<file path="config.mk">
export PLATFORM = sky130hd
export DESIGN_NAME = bc1_bc2_bc3_block_decoder
export DESIGN_NICKNAME = d
export VERILOG_FILES = /design/src/sv/bcdec_pkg.sv /design/src/sv/bcdec_prep.sv /design/src/sv/bcdec_div.sv /design/src/sv/bcdec_serial.sv /design/src/sv/bc1_bc2_bc3_block_decoder.sv
export SDC_FILE = /design/constraint.sdc
export NUM_CORES = 2
export LEC_CHECK = 0
export CAP_MARGIN = 15
export CELL_PAD_IN_SITES_DETAIL_PLACEMENT = 1
export CELL_PAD_IN_SITES_GLOBAL_PLACEMENT = 1
export CORE_AREA = 2 2 390 392
export DETAILED_ROUTE_END_ITERATION = 16
export DIE_AREA = 0 0 392 394
export DONT_BUFFER_PORTS = 1
export PLACE_DENSITY = 0.67
export SYNTH_ARGS = -nofsm -noshare
export SYNTH_HDL_FRONTEND = slang
export SYNTH_SLANG_ARGS = --single-unit
</file>
<file path="constraint.sdc">
create_clock -name clk -period 18.2 [get_ports clk]
set_input_delay 0.91 -clock clk [delete_from_list [all_inputs] [get_ports clk]]
set_output_delay 0.91 -clock clk [all_outputs]
set_load 0.05 [all_outputs]
</file>
<file path="src/sv/bcdec_pkg.sv">
// ============================================================================
// bcdec_pkg : shared types and helpers for the BC1/BC2/BC3 block decoder
// Format codes, stage payload structs, endpoint widening and the
// divide-by-constant helpers used by the interpolation stage.
// ============================================================================
package bcdec_pkg;

  // block_format codes; code 3 decodes as BC1
  localparam logic [1:0] FMT_BC1 = 2'd0;
  localparam logic [1:0] FMT_BC2 = 2'd1;
  localparam logic [1:0] FMT_BC3 = 2'd2;

  // configuration register map
  localparam int         CFG_ADDR_W       = 3;
  localparam logic [0:0] REG_BLOCK_FORMAT = 1'b0;

  localparam int NUM_PIX = 16;
  localparam int NUM_CH  = 3;   // blue, green, red

  typedef logic [7:0] chan_t;

  // stage handshake: valid of the upstream stage, and the advance enable
  typedef struct packed {
    logic valid;
    logic advance;
  } pipe_ctl_t;

  // endpoint stage result: widened endpoints and interpolation numerators
  typedef struct packed {
    logic [1:0]               mode;
    logic                     three_col;
    logic                     six_step;
    logic [NUM_CH-1:0][7:0]   p0;
    logic [NUM_CH-1:0][7:0]   p1;
    logic [NUM_CH-1:0][9:0]   sum2;
    logic [NUM_CH-1:0][9:0]   sum3;
    logic [NUM_CH-1:0][7:0]   avg;
    logic [7:0]               a0;
    logic [7:0]               a1;
    logic [6:1][10:0]         anum;
    logic [31:0]              idx;
    logic [63:0]              abits;
  } prep_t;

  // finished block: colour palette, alpha table and per-pixel codes
  typedef struct packed {
    logic [1:0]                    mode;
    logic [3:0][NUM_CH-1:0][7:0]   pal;
    logic                          col3_clear;
    logic [7:0][7:0]               atab;
    logic [31:0]                   idx;
    logic [63:0]                   abits;
  } blk_t;

  function automatic chan_t widen5(input logic [4:0] v);
    return {v, v[4:2]};
  endfunction

  function automatic chan_t widen6(input logic [5:0] v);
    return {v, v[5:4]};
  endfunction

  function automatic chan_t widen4(input logic [3:0] v);
    return {v, v};
  endfunction

  // x / 3 for x < 2048: (x * 683) >> 11
  function automatic chan_t div3(input logic [9:0] x);
    logic [19:0] p;
    p = 20'(x) * 20'd683;
    return p[18:11];
  endfunction

  // x / 7 for x < 5461: (x * 2341) >> 14
  function automatic chan_t div7(input logic [10:0] x);
    logic [22:0] p;
    p = 23'(x) * 23'd2341;
    return p[21:14];
  endfunction

  // x / 5 for x < 2730: (x * 1639) >> 13
  function automatic chan_t div5(input logic [10:0] x);
    logic [21:0] p;
    p = 22'(x) * 22'd1639;
    return p[20:13];
  endfunction

endpackage

</file>
<file path="src/sv/bcdec_prep.sv">
// ============================================================================
// bcdec_prep : endpoint stage
// Pick the colour half, widen the 565 endpoints and form the numerators of
// the colour and alpha interpolations.
// ============================================================================
module bcdec_prep (
  input  logic                 clk,
  input  logic                 rst_n,
  input  bcdec_pkg::pipe_ctl_t ctl,
  input  logic [1:0]           mode,
  input  logic [63:0]          w0,
  input  logic [63:0]          w1,
  output logic                 valid_o,
  output bcdec_pkg::prep_t     prep_o
);

  logic              valid_r;
  bcdec_pkg::prep_t  prep_r;
  bcdec_pkg::prep_t  prep_nxt;
  logic              four;
  logic [63:0]       cw;
  logic [15:0]       e0;
  logic [15:0]       e1;
  logic [8:0]        s9;

  always_comb begin
    four = (mode == bcdec_pkg::FMT_BC2) || (mode == bcdec_pkg::FMT_BC3);
    cw   = four ? w1 : w0;
    e0   = cw[15:0];
    e1   = cw[31:16];

    prep_nxt           = '0;
    prep_nxt.mode      = mode;
    prep_nxt.three_col = !four && (e0 <= e1);
    prep_nxt.p0[0]     = bcdec_pkg::widen5(e0[4:0]);
    prep_nxt.p0[1]     = bcdec_pkg::widen6(e0[10:5]);
    prep_nxt.p0[2]     = bcdec_pkg::widen5(e0[15:11]);
    prep_nxt.p1[0]     = bcdec_pkg::widen5(e1[4:0]);
    prep_nxt.p1[1]     = bcdec_pkg::widen6(e1[10:5]);
    prep_nxt.p1[2]     = bcdec_pkg::widen5(e1[15:11]);
    s9                 = '0;
    for (int c = 0; c < bcdec_pkg::NUM_CH; c++) begin
      prep_nxt.sum2[c] = {1'b0, prep_nxt.p0[c], 1'b0} + {2'b00, prep_nxt.p1[c]};
      prep_nxt.sum3[c] = {2'b00, prep_nxt.p0[c]} + {1'b0, prep_nxt.p1[c], 1'b0};
      s9               = {1'b0, prep_nxt.p0[c]} + {1'b0, prep_nxt.p1[c]};
      prep_nxt.avg[c]  = s9[8:1];
    end

    prep_nxt.a0       = w0[7:0];
    prep_nxt.a1       = w0[15:8];
    prep_nxt.six_step = (w0[7:0] <= w0[15:8]);
    for (int k = 1; k < 7; k++) begin
      if (!prep_nxt.six_step) begin
        prep_nxt.anum[k] = 11'(7 - k) * {3'b000, prep_nxt.a0}
                         + 11'(k) * {3'b000, prep_nxt.a1};
      end else if (k < 5) begin
        prep_nxt.anum[k] = 11'(5 - k) * {3'b000, prep_nxt.a0}
                         + 11'(k) * {3'b000, prep_nxt.a1};
      end else begin
        prep_nxt.anum[k] = '0;
      end
    end

    prep_nxt.idx   = cw[63:32];
    prep_nxt.abits = w0;
  end

  always_ff @(posedge clk) begin
    if (!rst_n) begin
      valid_r <= 1'b0;
    end else if (ctl.advance) begin
      valid_r <= ctl.valid;
    end
  end

  always_ff @(posedge clk) begin
    if (ctl.advance) begin
      prep_r <= prep_nxt;
    end
  end

  assign valid_o = valid_r;
  assign prep_o  = prep_r;

endmodule

</file>
<file path="src/sv/bcdec_div.sv">
// ============================================================================
// bcdec_div : interpolation stage
// Divide the numerators by 3, 5 or 7 through reciprocal multiplies and
// build the four-entry palette and eight-entry alpha table.
// ============================================================================
module bcdec_div (
  input  logic                 clk,
  input  logic                 rst_n,
  input  bcdec_pkg::pipe_ctl_t ctl,
  input  bcdec_pkg::prep_t     prep_i,
  output logic                 valid_o,
  output bcdec_pkg::blk_t      blk_o
);

  logic             valid_r;
  bcdec_pkg::blk_t  blk_r;
  bcdec_pkg::blk_t  blk_nxt;

  always_comb begin
    blk_nxt            = '0;
    blk_nxt.mode       = prep_i.mode;
    blk_nxt.col3_clear = prep_i.three_col;
    for (int c = 0; c < bcdec_pkg::NUM_CH; c++) begin
      blk_nxt.pal[0][c] = prep_i.p0[c];
      blk_nxt.pal[1][c] = prep_i.p1[c];
      if (prep_i.three_col) begin
        blk_nxt.pal[2][c] = prep_i.avg[c];
        blk_nxt.pal[3][c] = '0;
      end else begin
        blk_nxt.pal[2][c] = bcdec_pkg::div3(prep_i.sum2[c]);
        blk_nxt.pal[3][c] = bcdec_pkg::div3(prep_i.sum3[c]);
      end
    end

    blk_nxt.atab[0] = prep_i.a0;
    blk_nxt.atab[1] = prep_i.a1;
    for (int k = 1; k < 7; k++) begin
      if (!prep_i.six_step) begin
        blk_nxt.atab[k+1] = bcdec_pkg::div7(prep_i.anum[k]);
      end else if (k < 5) begin
        blk_nxt.atab[k+1] = bcdec_pkg::div5(prep_i.anum[k]);
      end else if (k == 5) begin
        blk_nxt.atab[k+1] = 8'h00;
      end else begin
        blk_nxt.atab[k+1] = 8'hff;
      end
    end

    blk_nxt.idx   = prep_i.idx;
    blk_nxt.abits = prep_i.abits;
  end

  always_ff @(posedge clk) begin
    if (!rst_n) begin
      valid_r <= 1'b0;
    end else if (ctl.advance) begin
      valid_r <= ctl.valid;
    end
  end

  always_ff @(posedge clk) begin
    if (ctl.advance) begin
      blk_r <= blk_nxt;
    end
  end

  assign valid_o = valid_r;
  assign blk_o   = blk_r;

endmodule

</file>
<file path="src/sv/bcdec_serial.sv">
// ============================================================================
// bcdec_serial : pixel sequencer
// Hold one decoded block and emit its sixteen pixels, one per cycle, from
// a registered output stage.
// ============================================================================
module bcdec_serial (
  input  logic             clk,
  input  logic             rst_n,
  input  logic             blk_valid,
  input  bcdec_pkg::blk_t  blk_i,
  output logic             ready_o,
  output logic             out_valid,
  output logic [3:0]       out_pixel_index,
  output logic [7:0]       out_blue,
  output logic [7:0]       out_green,
  output logic [7:0]       out_red,
  output logic [7:0]       out_alpha,
  output logic             out_last_pixel
);

  localparam logic [3:0] LAST_PIX = 4'(bcdec_pkg::NUM_PIX - 1);

  bcdec_pkg::blk_t  hb_r;
  logic             hv_r;
  logic             hv_nxt;
  logic [3:0]       cnt_r;
  logic [3:0]       cnt_nxt;
  logic             load;
  logic [1:0]       ci;
  logic [5:0]       sh;
  logic [2:0]       acode;
  logic [7:0]       alpha_nxt;

  logic             ov_r;
  logic [3:0]       pix_r;
  logic [7:0]       blue_r;
  logic [7:0]       green_r;
  logic [7:0]       red_r;
  logic [7:0]       alpha_r;
  logic             last_r;

  assign ready_o = !hv_r || (cnt_r == LAST_PIX);
  assign load    = blk_valid && ready_o;

  always_comb begin
    hv_nxt  = hv_r;
    cnt_nxt = cnt_r;
    if (load) begin
      hv_nxt  = 1'b1;
      cnt_nxt = '0;
    end else if (hv_r) begin
      if (cnt_r == LAST_PIX) begin
        hv_nxt = 1'b0;
      end
      cnt_nxt = cnt_r + 4'd1;
    end
  end

  always_comb begin
    ci    = hb_r.idx[{cnt_r, 1'b0} +: 2];
    sh    = 6'd16 + {2'b00, cnt_r} + {1'b0, cnt_r, 1'b0};
    acode = hb_r.abits[sh +: 3];
    case (hb_r.mode)
      bcdec_pkg::FMT_BC2: begin
        alpha_nxt = bcdec_pkg::widen4(hb_r.abits[{cnt_r, 2'b00} +: 4]);
      end
      bcdec_pkg::FMT_BC3: begin
        alpha_nxt = hb_r.atab[acode];
      end
      default: begin
        alpha_nxt = (hb_r.col3_clear && (ci == 2'd3)) ? 8'h00 : 8'hff;
      end
    endcase
  end

  always_ff @(posedge clk) begin
    if (!rst_n) begin
      hv_r  <= 1'b0;
      cnt_r <= '0;
      ov_r  <= 1'b0;
    end else begin
      hv_r  <= hv_nxt;
      cnt_r <= cnt_nxt;
      ov_r  <= hv_r;
    end
  end

  always_ff @(posedge clk) begin
    if (load) begin
      hb_r <= blk_i;
    end
    pix_r   <= cnt_r;
    blue_r  <= hb_r.pal[ci][0];
    green_r <= hb_r.pal[ci][1];
    red_r   <= hb_r.pal[ci][2];
    alpha_r <= alpha_nxt;
    last_r  <= (cnt_r == LAST_PIX);
  end

  assign out_valid       = ov_r;
  assign out_pixel_index = pix_r;
  assign out_blue        = blue_r;
  assign out_green       = green_r;
  assign out_red         = red_r;
  assign out_alpha       = alpha_r;
  assign out_last_pixel  = last_r;

endmodule

</file>
<file path="src/sv/bc1_bc2_bc3_block_decoder.sv">
// ============================================================================
// bc1_bc2_bc3_block_decoder : BC1/BC2/BC3 4x4 block decoder, top level
// Path: an accepted block passes the capture registers, bcdec_prep,
//   bcdec_div and the pixel sequencer before the registered pixel outputs.
// Throughput: the pixel sequencer emits one pixel beat per cycle while it
//   holds a block; the receiver cannot stall.
// Reset: synchronous, active low; clears all valid bits, the sequencer and
//   block_format (BC1).
// ============================================================================
module bc1_bc2_bc3_block_decoder (
  input  logic        clk,
  input  logic        rst_n,
  // input channel
  input  logic        start,
  output logic        busy,
  input  logic [63:0] in_first_word,
  input  logic [63:0] in_second_word,
  // result channel
  output logic        out_valid,
  output logic [3:0]  out_pixel_index,
  output logic [7:0]  out_blue,
  output logic [7:0]  out_green,
  output logic [7:0]  out_red,
  output logic [7:0]  out_alpha,
  output logic        out_last_pixel,
  // configuration port
  input  logic                             psel,
  input  logic                             penable,
  input  logic                             pwrite,
  input  logic [bcdec_pkg::CFG_ADDR_W-1:0] paddr,
  input  logic [31:0]                      pwdata,
  output logic [31:0]                      prdata,
  output logic                             pready
);

  // --------------------------------------------------------------------------
  // Configuration register. One register, block_format, at byte address 0.
  // Writes to any other index are dropped; reads there return zero.
  // --------------------------------------------------------------------------
  logic [1:0] fmt_r;
  logic [1:0] fmt_nxt;
  logic       cfg_wr;
  logic       cfg_sel_fmt;

  assign pready      = 1'b1;
  assign cfg_sel_fmt = (paddr[bcdec_pkg::CFG_ADDR_W-1:2] == bcdec_pkg::REG_BLOCK_FORMAT);
  assign cfg_wr      = psel && penable && pwrite && pready;
  assign fmt_nxt     = (cfg_wr && cfg_sel_fmt) ? pwdata[1:0] : fmt_r;
  assign prdata      = cfg_sel_fmt ? {30'd0, fmt_r} : 32'd0;

  always_ff @(posedge clk) begin
    if (!rst_n) begin
      fmt_r <= bcdec_pkg::FMT_BC1;
    end else begin
      fmt_r <= fmt_nxt;
    end
  end

  // --------------------------------------------------------------------------
  // Pipeline:
  //   stage 1  capture the block and the format it decodes under
  //   stage 2  endpoint widening and interpolation numerators (bcdec_prep)
  //   stage 3  reciprocal divides, palette and alpha table (bcdec_div)
  //   stage 4  pixel sequencer with its registered output (bcdec_serial)
  // Each stage advances when it is empty or the next one advances, so a
  // held block never drops or repeats. The sequencer takes a new block on
  // the cycle its last pixel goes out, keeping the output gapless.
  // --------------------------------------------------------------------------
  logic        v1_r;
  logic        v1_nxt;
  logic [63:0] w0_r;
  logic [63:0] w1_r;
  logic [1:0]  mode_r;
  logic        accept;

  logic        v2;
  logic        v3;
  logic        seq_ready;
  logic        s1_adv;
  logic        s2_adv;
  logic        s3_adv;

  bcdec_pkg::prep_t     prep;
  bcdec_pkg::blk_t      blk;
  bcdec_pkg::pipe_ctl_t ctl2;
  bcdec_pkg::pipe_ctl_t ctl3;

  // backpressure chain, sequencer back to the capture stage
  assign s3_adv = !v3 || seq_ready;
  assign s2_adv = !v2 || s3_adv;
  assign s1_adv = !v1_r || s2_adv;

  // hold off new blocks while the capture stage cannot move on
  assign busy   = !s1_adv;
  assign accept = start && !busy;
  assign v1_nxt = s1_adv ? accept : v1_r;

  always_ff @(posedge clk) begin
    if (!rst_n) begin
      v1_r <= 1'b0;
    end else begin
      v1_r <= v1_nxt;
    end
  end

  always_ff @(posedge clk) begin
    if (accept) begin
      w0_r   <= in_first_word;
      w1_r   <= in_second_word;
      mode_r <= fmt_r;
    end
  end

  assign ctl2.valid   = v1_r;
  assign ctl2.advance = s2_adv;
  assign ctl3.valid   = v2;
  assign ctl3.advance = s3_adv;

  bcdec_prep u_prep (
    .clk     (clk),
    .rst_n   (rst_n),
    .ctl     (ctl2),
    .mode    (mode_r),
    .w0      (w0_r),
    .w1      (w1_r),
    .valid_o (v2),
    .prep_o  (prep)
  );

  bcdec_div u_div (
    .clk     (clk),
    .rst_n   (rst_n),
    .ctl     (ctl3),
    .prep_i  (prep),
    .valid_o (v3),
    .blk_o   (blk)
  );

  bcdec_serial u_serial (
    .clk             (clk),
    .rst_n           (rst_n),
    .blk_valid       (v3),
    .blk_i           (blk),
    .ready_o         (seq_ready),
    .out_valid       (out_valid),
    .out_pixel_index (out_pixel_index),
    .out_blue        (out_blue),
    .out_green       (out_green),
    .out_red         (out_red),
    .out_alpha       (out_alpha),
    .out_last_pixel  (out_last_pixel)
  );

endmodule
</file>
After elaboration in Yosys (flattened, before gate mapping)

Index checks and enable logic that the tools add are counted.

Register bits: 1010
Input port bits: 169
Output and inout port bits: 72
Word-level logic and storage cells: 192

Add/sub/neg operators: 22
Multipliers: 22
Order comparisons: 4
Equal/unequal tests: 6
Shift-type cells: 3
Multiplexer cells: 22
Bitwise gates (word level): 2
Reductions and logical operators: 19

Operators by type and width:

| kind                                                | number |
|---|---|
| multiplier 11 x 12 -> 22 bit, second input constant | 6 |
| multiplier 10 x 10 -> 19 bit, second input constant | 6 |
| multiplier 11 x 11 -> 21 bit, second input constant | 4 |
| 2-to-1 mux 8 bit                                    | 9 |
| 2-to-1 mux 64 bit                                   | 1 |
| variable part select 64 x 7 -> 3 bit                | 1 |
| variable part select 64 x 7 -> 4 bit                | 1 |
| binary-select mux 24 bit (select 2 bit)             | 1 |
| 2-to-1 mux 11 bit                                   | 4 |
| multiplier 2 x 8 -> 10 bit, first input constant    | 4 |
| variable part select 32 x 6 -> 2 bit                | 1 |
| adder 8 x 9 -> 10 bit                               | 3 |
| adder 9 x 8 -> 10 bit                               | 3 |
| adder 8 x 8 -> 9 bit                                | 3 |
| binary-select mux 8 bit (select 3 bit)              | 1 |
| 2-to-1 mux 24 bit                                   | 1 |
| adder 10 x 10 -> 11 bit                             | 2 |
| multiplier 3 x 8 -> 11 bit, first input constant    | 2 |
| less-or-equal comparator 16 bit                     | 1 |
| one-hot mux 8 bit (2 select lines)                  | 1 |
| adder 10 x 8 -> 11 bit                              | 1 |
| adder 10 x 9 -> 11 bit                              | 1 |
| adder 11 x 8 -> 11 bit                              | 1 |
| adder 11 x 9 -> 11 bit                              | 1 |
| 20 further kinds                                    | 41 |

Logic depth before layout (Yosys ltp)

Word-level depth: 6
Mapped depth: 20
Gate-level depth less buffers: 19

Modules after synthesis

Synthesis repeated with hierarchy kept, for this count alone.

Cells, all modules: 5556
Area total of the unflattened synthesis: 68724.7 µm²

Modules (own cells, without submodules):

| module                    | times used | cells each | area an instance (µm²) | seq. area each (µm²) |
|---|---|---|---|---|
| bcdec_div                 | 1          | 3289       | 35604.1                | 7797.5 |
| bcdec_prep                | 1          | 1449       | 16265.6                | 8187.9 |
| bcdec_serial              | 1          | 638        | 12547.0                | 8638.3 |
| bc1_bc2_bc3_block_decoder | 1          | 180        | 4307.9                 | 3963.8 |

Least setup slack after synthesis

Ideal clock, no wire load.

Path kind: register -> register
From: register u_serial.cnt_r[1]
To: register u_serial.cnt_r[0]
Setup time: 126 ps
Data arrival time: 11724 ps
Required time: 18074 ps
Slack: 6350 ps
Cell stages (with the launch flop): 7
Path buffers: 0
Clock period less this slack: 11850 ps
Cell sequence: dfxtp_1 > ha_1 > nand2_1 > and2_1 > nor2b_1 > nand2b_1 > nor2_1

Cells in the longest elaborated chain, start to end: 4

Ends and longest elaborated chain:

| what                         | line               | source |
|---|---|---|
| start: declaration           | bcdec_serial.sv:26 | `logic [3:0] cnt_r;` |
| start signal: assignment     | bcdec_serial.sv:83 | `cnt_r <= cnt_nxt;` |
| equality test 4 bit          | bcdec_serial.sv:42 | `assign ready_o = !hv_r \|\| (cnt_r == LAST_PIX);` |
| logical OR 1 bit             | bcdec_serial.sv:42 |  |
| logical AND 1 bit            | bcdec_serial.sv:43 | `assign load = blk_valid && ready_o;` |
| via u_serial.load            | bcdec_serial.sv:28 | `logic load;` |
| OR reduction 2 bit (no line) | --                 |  |

The timed path passes the listed nets, and every way through them passes these cells.
A chain may end at the register's enable or synchronous reset.

==> results_dict.tcl <==
set metrics [dict create \
    rows 143 \
    cp_top_family "adder cells" \
    yosys.area.top_type "edfxtp_1" \
    reg2regPathDepth 19 \
    reg2reg_slack_ns 12.01 \
    crit_arrival_ns 6.62 \
    period_needed_ns 6.19 \
    path_buf_inv 4 \
    hold_viol_final 0 \
    synth_edf_count 856 \
    cts_tree "done" \
    ys.flop_type "edfxtp_1" \
    grt_overflow 0 \
    maxCapViolCount 0 \
    drtIter0Drc 1717 \
    finalWeightedCongestion 0.845 \
    hold_buffers 0 \
    async_flop_share_pct 0 \
    ys_warn_count 0 \
    drtPass1Iterations 5 \
    grtUsageMet2_pct 35.5 \
    drv_slew 0 \
    busiest_layer "met2" \
    cts_resized 0 \
    use_met3_pct 2.38 \
    relSlewSlack_pct 29.3 \
    ys_ff_latch 904 \
    htree_levels 3 \
    num_vias 38600 \
    dpl.cell_count 7203 \
    post-cts-setup-buffers 0 \
    drt-total-wl_um 155000 \
    cts_buffers 101 \
    r2r-end "u_div.blk_o[119]" \
    setup_slack_ns 12.01 \
    die_w_um 392 \
    die_height_um 394 \
    min_from "in_first_word[2]" \
    multi_input_area_sq_um 35000 \
    viasPerCell 5.22 \
    path_max_fanout 8 \
    worstSetupEndpointType "flip-flop" \
    synth.most_common_cell "ha_1" \
    place_ws_ns 12.05 \
    cts.path.max_buffers 3 \
    reg2reg_from "u_prep.prep_o[99]" \
    ios 241 \
    setup-tns-final_ns 0 \
    synth_area_sq_um 65800 \
    critPathMaxStageDelay_ns 0.73 \
    status "finished, final reports clean" \
    finalSetupViolCount 0 \
    synth_seq_area_share_pct 40.5 \
    synth_common_cells "1161 x ha_1, 989 x inv_1, 856 x edfxtp_1, 381 x fa_1, 196 x a21oi_1" \
    finish.net_count 6987 \
    synth_top_area_share_pct 39.1 \
    finClkSkew_ns 0.0567 \
    cp_data_required_time_ns 18.64 \
    grt_max_degree 142 \
    rsz0062_at_grt "false" \
    grt_pass1_vias 42800 \
    track_usage_pct 20.6 \
    final_util_pct 47.6 \
    critPathLaunchType "flip-flop" \
    max_freq_mhz 162 \
    yosysUniqueCellTypes 76 \
    min-delay-path-class "in -> reg" \
    cts.reportedPaths.clkPinSlew_ns 0.06 \
    cp_slowest_cell "a2111oi_0" \
    antenna_found_initial 11 \
    insertion_delay_ns 0.75 \
    netlist_instances 5203 \
    fp.dieArea_sq_um 154000 \
    drt-wirelength-per-cell_um 21.0 \
    root_buffer "clkbuf_16" \
    drc_errors 0 \
    start_util_pct 43.7 \
    worst_slew_pin_slew_ns 1.06 \
    drive_above_1_share_pct 7.10 \
    final-seq-area_sq_um 26700 \
    period_share_pct 34.0 \
    hold_depth 0 \
    syn-mean-instance-area_sq_um 12.6 \
    synth.area.top_cells "edfxtp_1 39%, ha_1 22%, fa_1 12%" \
    min_to "w0_r[2]" \
    nFillCells 15600 \
    area_growth_pct 8.89 \
    use_met1_pct 27.4 \
    path_cells "ha_1 > inv_1 > fa_1 > inv_1 > fa_1 > fa_1 > inv_1 > fa_1 > inv_1 > ha_1 > nand4_1 > nor2_1 > a211oi_1 > o221ai_1 > o41ai_2 > nor2_1 > a2111oi_0 > xnor2_1 > mux2i_1" \
    grt_pass1_wl_um 244000 \
    worstSetupPathType "reg -> reg" \
    portBuffers 0 \
    core-area_sq_um 151000 \
    cts_sinks 904 \
    ant_nets 0 \
    dp_hpwl_um 120000 \
    instances_no_fill 7396 \
]
## through the flow
step | area, sq um | hold slack [ns]
after floorplan | 65900 | 0.363
after global placement | 68200 | 0.401
after detailed placement | 68200 | 0.405
after CTS | 71700 | 0.201
after global routing | 71700 | 0.219
final | 71700 | 0.264
## how the worst max path moves through the flow
| stage | startpoint | end | slack [ns] | cells after the start |
|---|---|---|---|---|
| 2_1_floorplan | u_serial.cnt_r[1] | u_serial.cnt_r[0] | 6.35 | 6 |
| 3_3_place_gp | u_prep.prep_o[99] | u_div.blk_o[119] | 12.17 | 19 |
| 3_5_place_dp | u_prep.prep_o[97] | u_div.blk_o[119] | 12.05 | 19 |
| 4_1_cts | u_prep.prep_o[97] | u_div.blk_o[119] | 11.99 | 19 |
| 5_1_grt | u_prep.prep_o[110] | u_div.blk_o[127] | 11.80 | 18 |
| 6_report | u_prep.prep_o[99] | u_div.blk_o[119] | 12.01 | 19 |
## cell type report
type / count / area share (%)
multi-input cells: 3236 / 48.8
flip-flops and latches: 904 / 37.2
inverters: 990 / 5.20
clock buffers: 127 / 3.76
well taps: 2030 / 3.54
clock inverters: 65 / 1.02
repair buffers: 43 / 0.468
diodes: 1 / 0.00349
## state kept, by name, summed over array words and instances, names as in the netlist, 2 cells and up
| signal | flops |
|---|---|
| fmt_r | 2 |
| u_div.blk_o | 227 |
| u_prep.prep_o | 272 |
| u_serial.hb_r | 227 |
| u_serial.cnt_r | 4 |
| w1_r | 64 |
| u_serial.out_red | 8 |
| u_serial.out_pixel_index | 4 |
| u_serial.out_alpha | 8 |
| u_serial.out_green | 8 |
| u_serial.out_blue | 8 |
| w0_r | 64 |
| mode_r | 2 |
## placed cells by master, fill, tap and decap left out, drive strengths merged, types with 10 or more instances in the layout
cell,n
a21oi,197
o211ai,10
nand4,15
a21boi,21
xnor2,194
a31oi,15
conb,31
a211oi,27
ha,1161
nor2b,38
mux4,88
a21o,63
fa,381
o21bai,68
nor2,189
and3,19
nand2,103
xor2,80
nand2b,23
a221oi,10
o21ai,100
o31ai,21
inv,1001
or3,14
edfxtp,856
buf,43
mux2,61
nand3,33
o21a,36
dfxtp,48
clkinv,40
clkbuf,127
nor3,53
mux2i,87
## per-layer routing
metal  vias up  routed length (um)  share of wire (%)
met5         -                  41              0.026
li1      18300                   -                  -
met1     19600               70500                 45
met3       189                4800                3.1
met2       557               76100                 49
met4         6                3790                2.4
## cell families after synthesis
group | after synthesis | synth area share (%)
XOR/XNOR | 274 | 3.66
adder cells (fa/ha/maj) | 1542 | 33.7
AO/OA/AOI/OAI | 636 | 6.40
flip-flops | 904 | 40.5
other | 2 | 0.0114
multiplexers | 236 | 5.46
AND/OR/NAND/NOR | 517 | 3.70
buffers and inverters | 1092 | 6.58
Power is left out: the tool's default activity adds up to more than one toggle a clock period on the data nets, which glitch-free logic cannot reach.
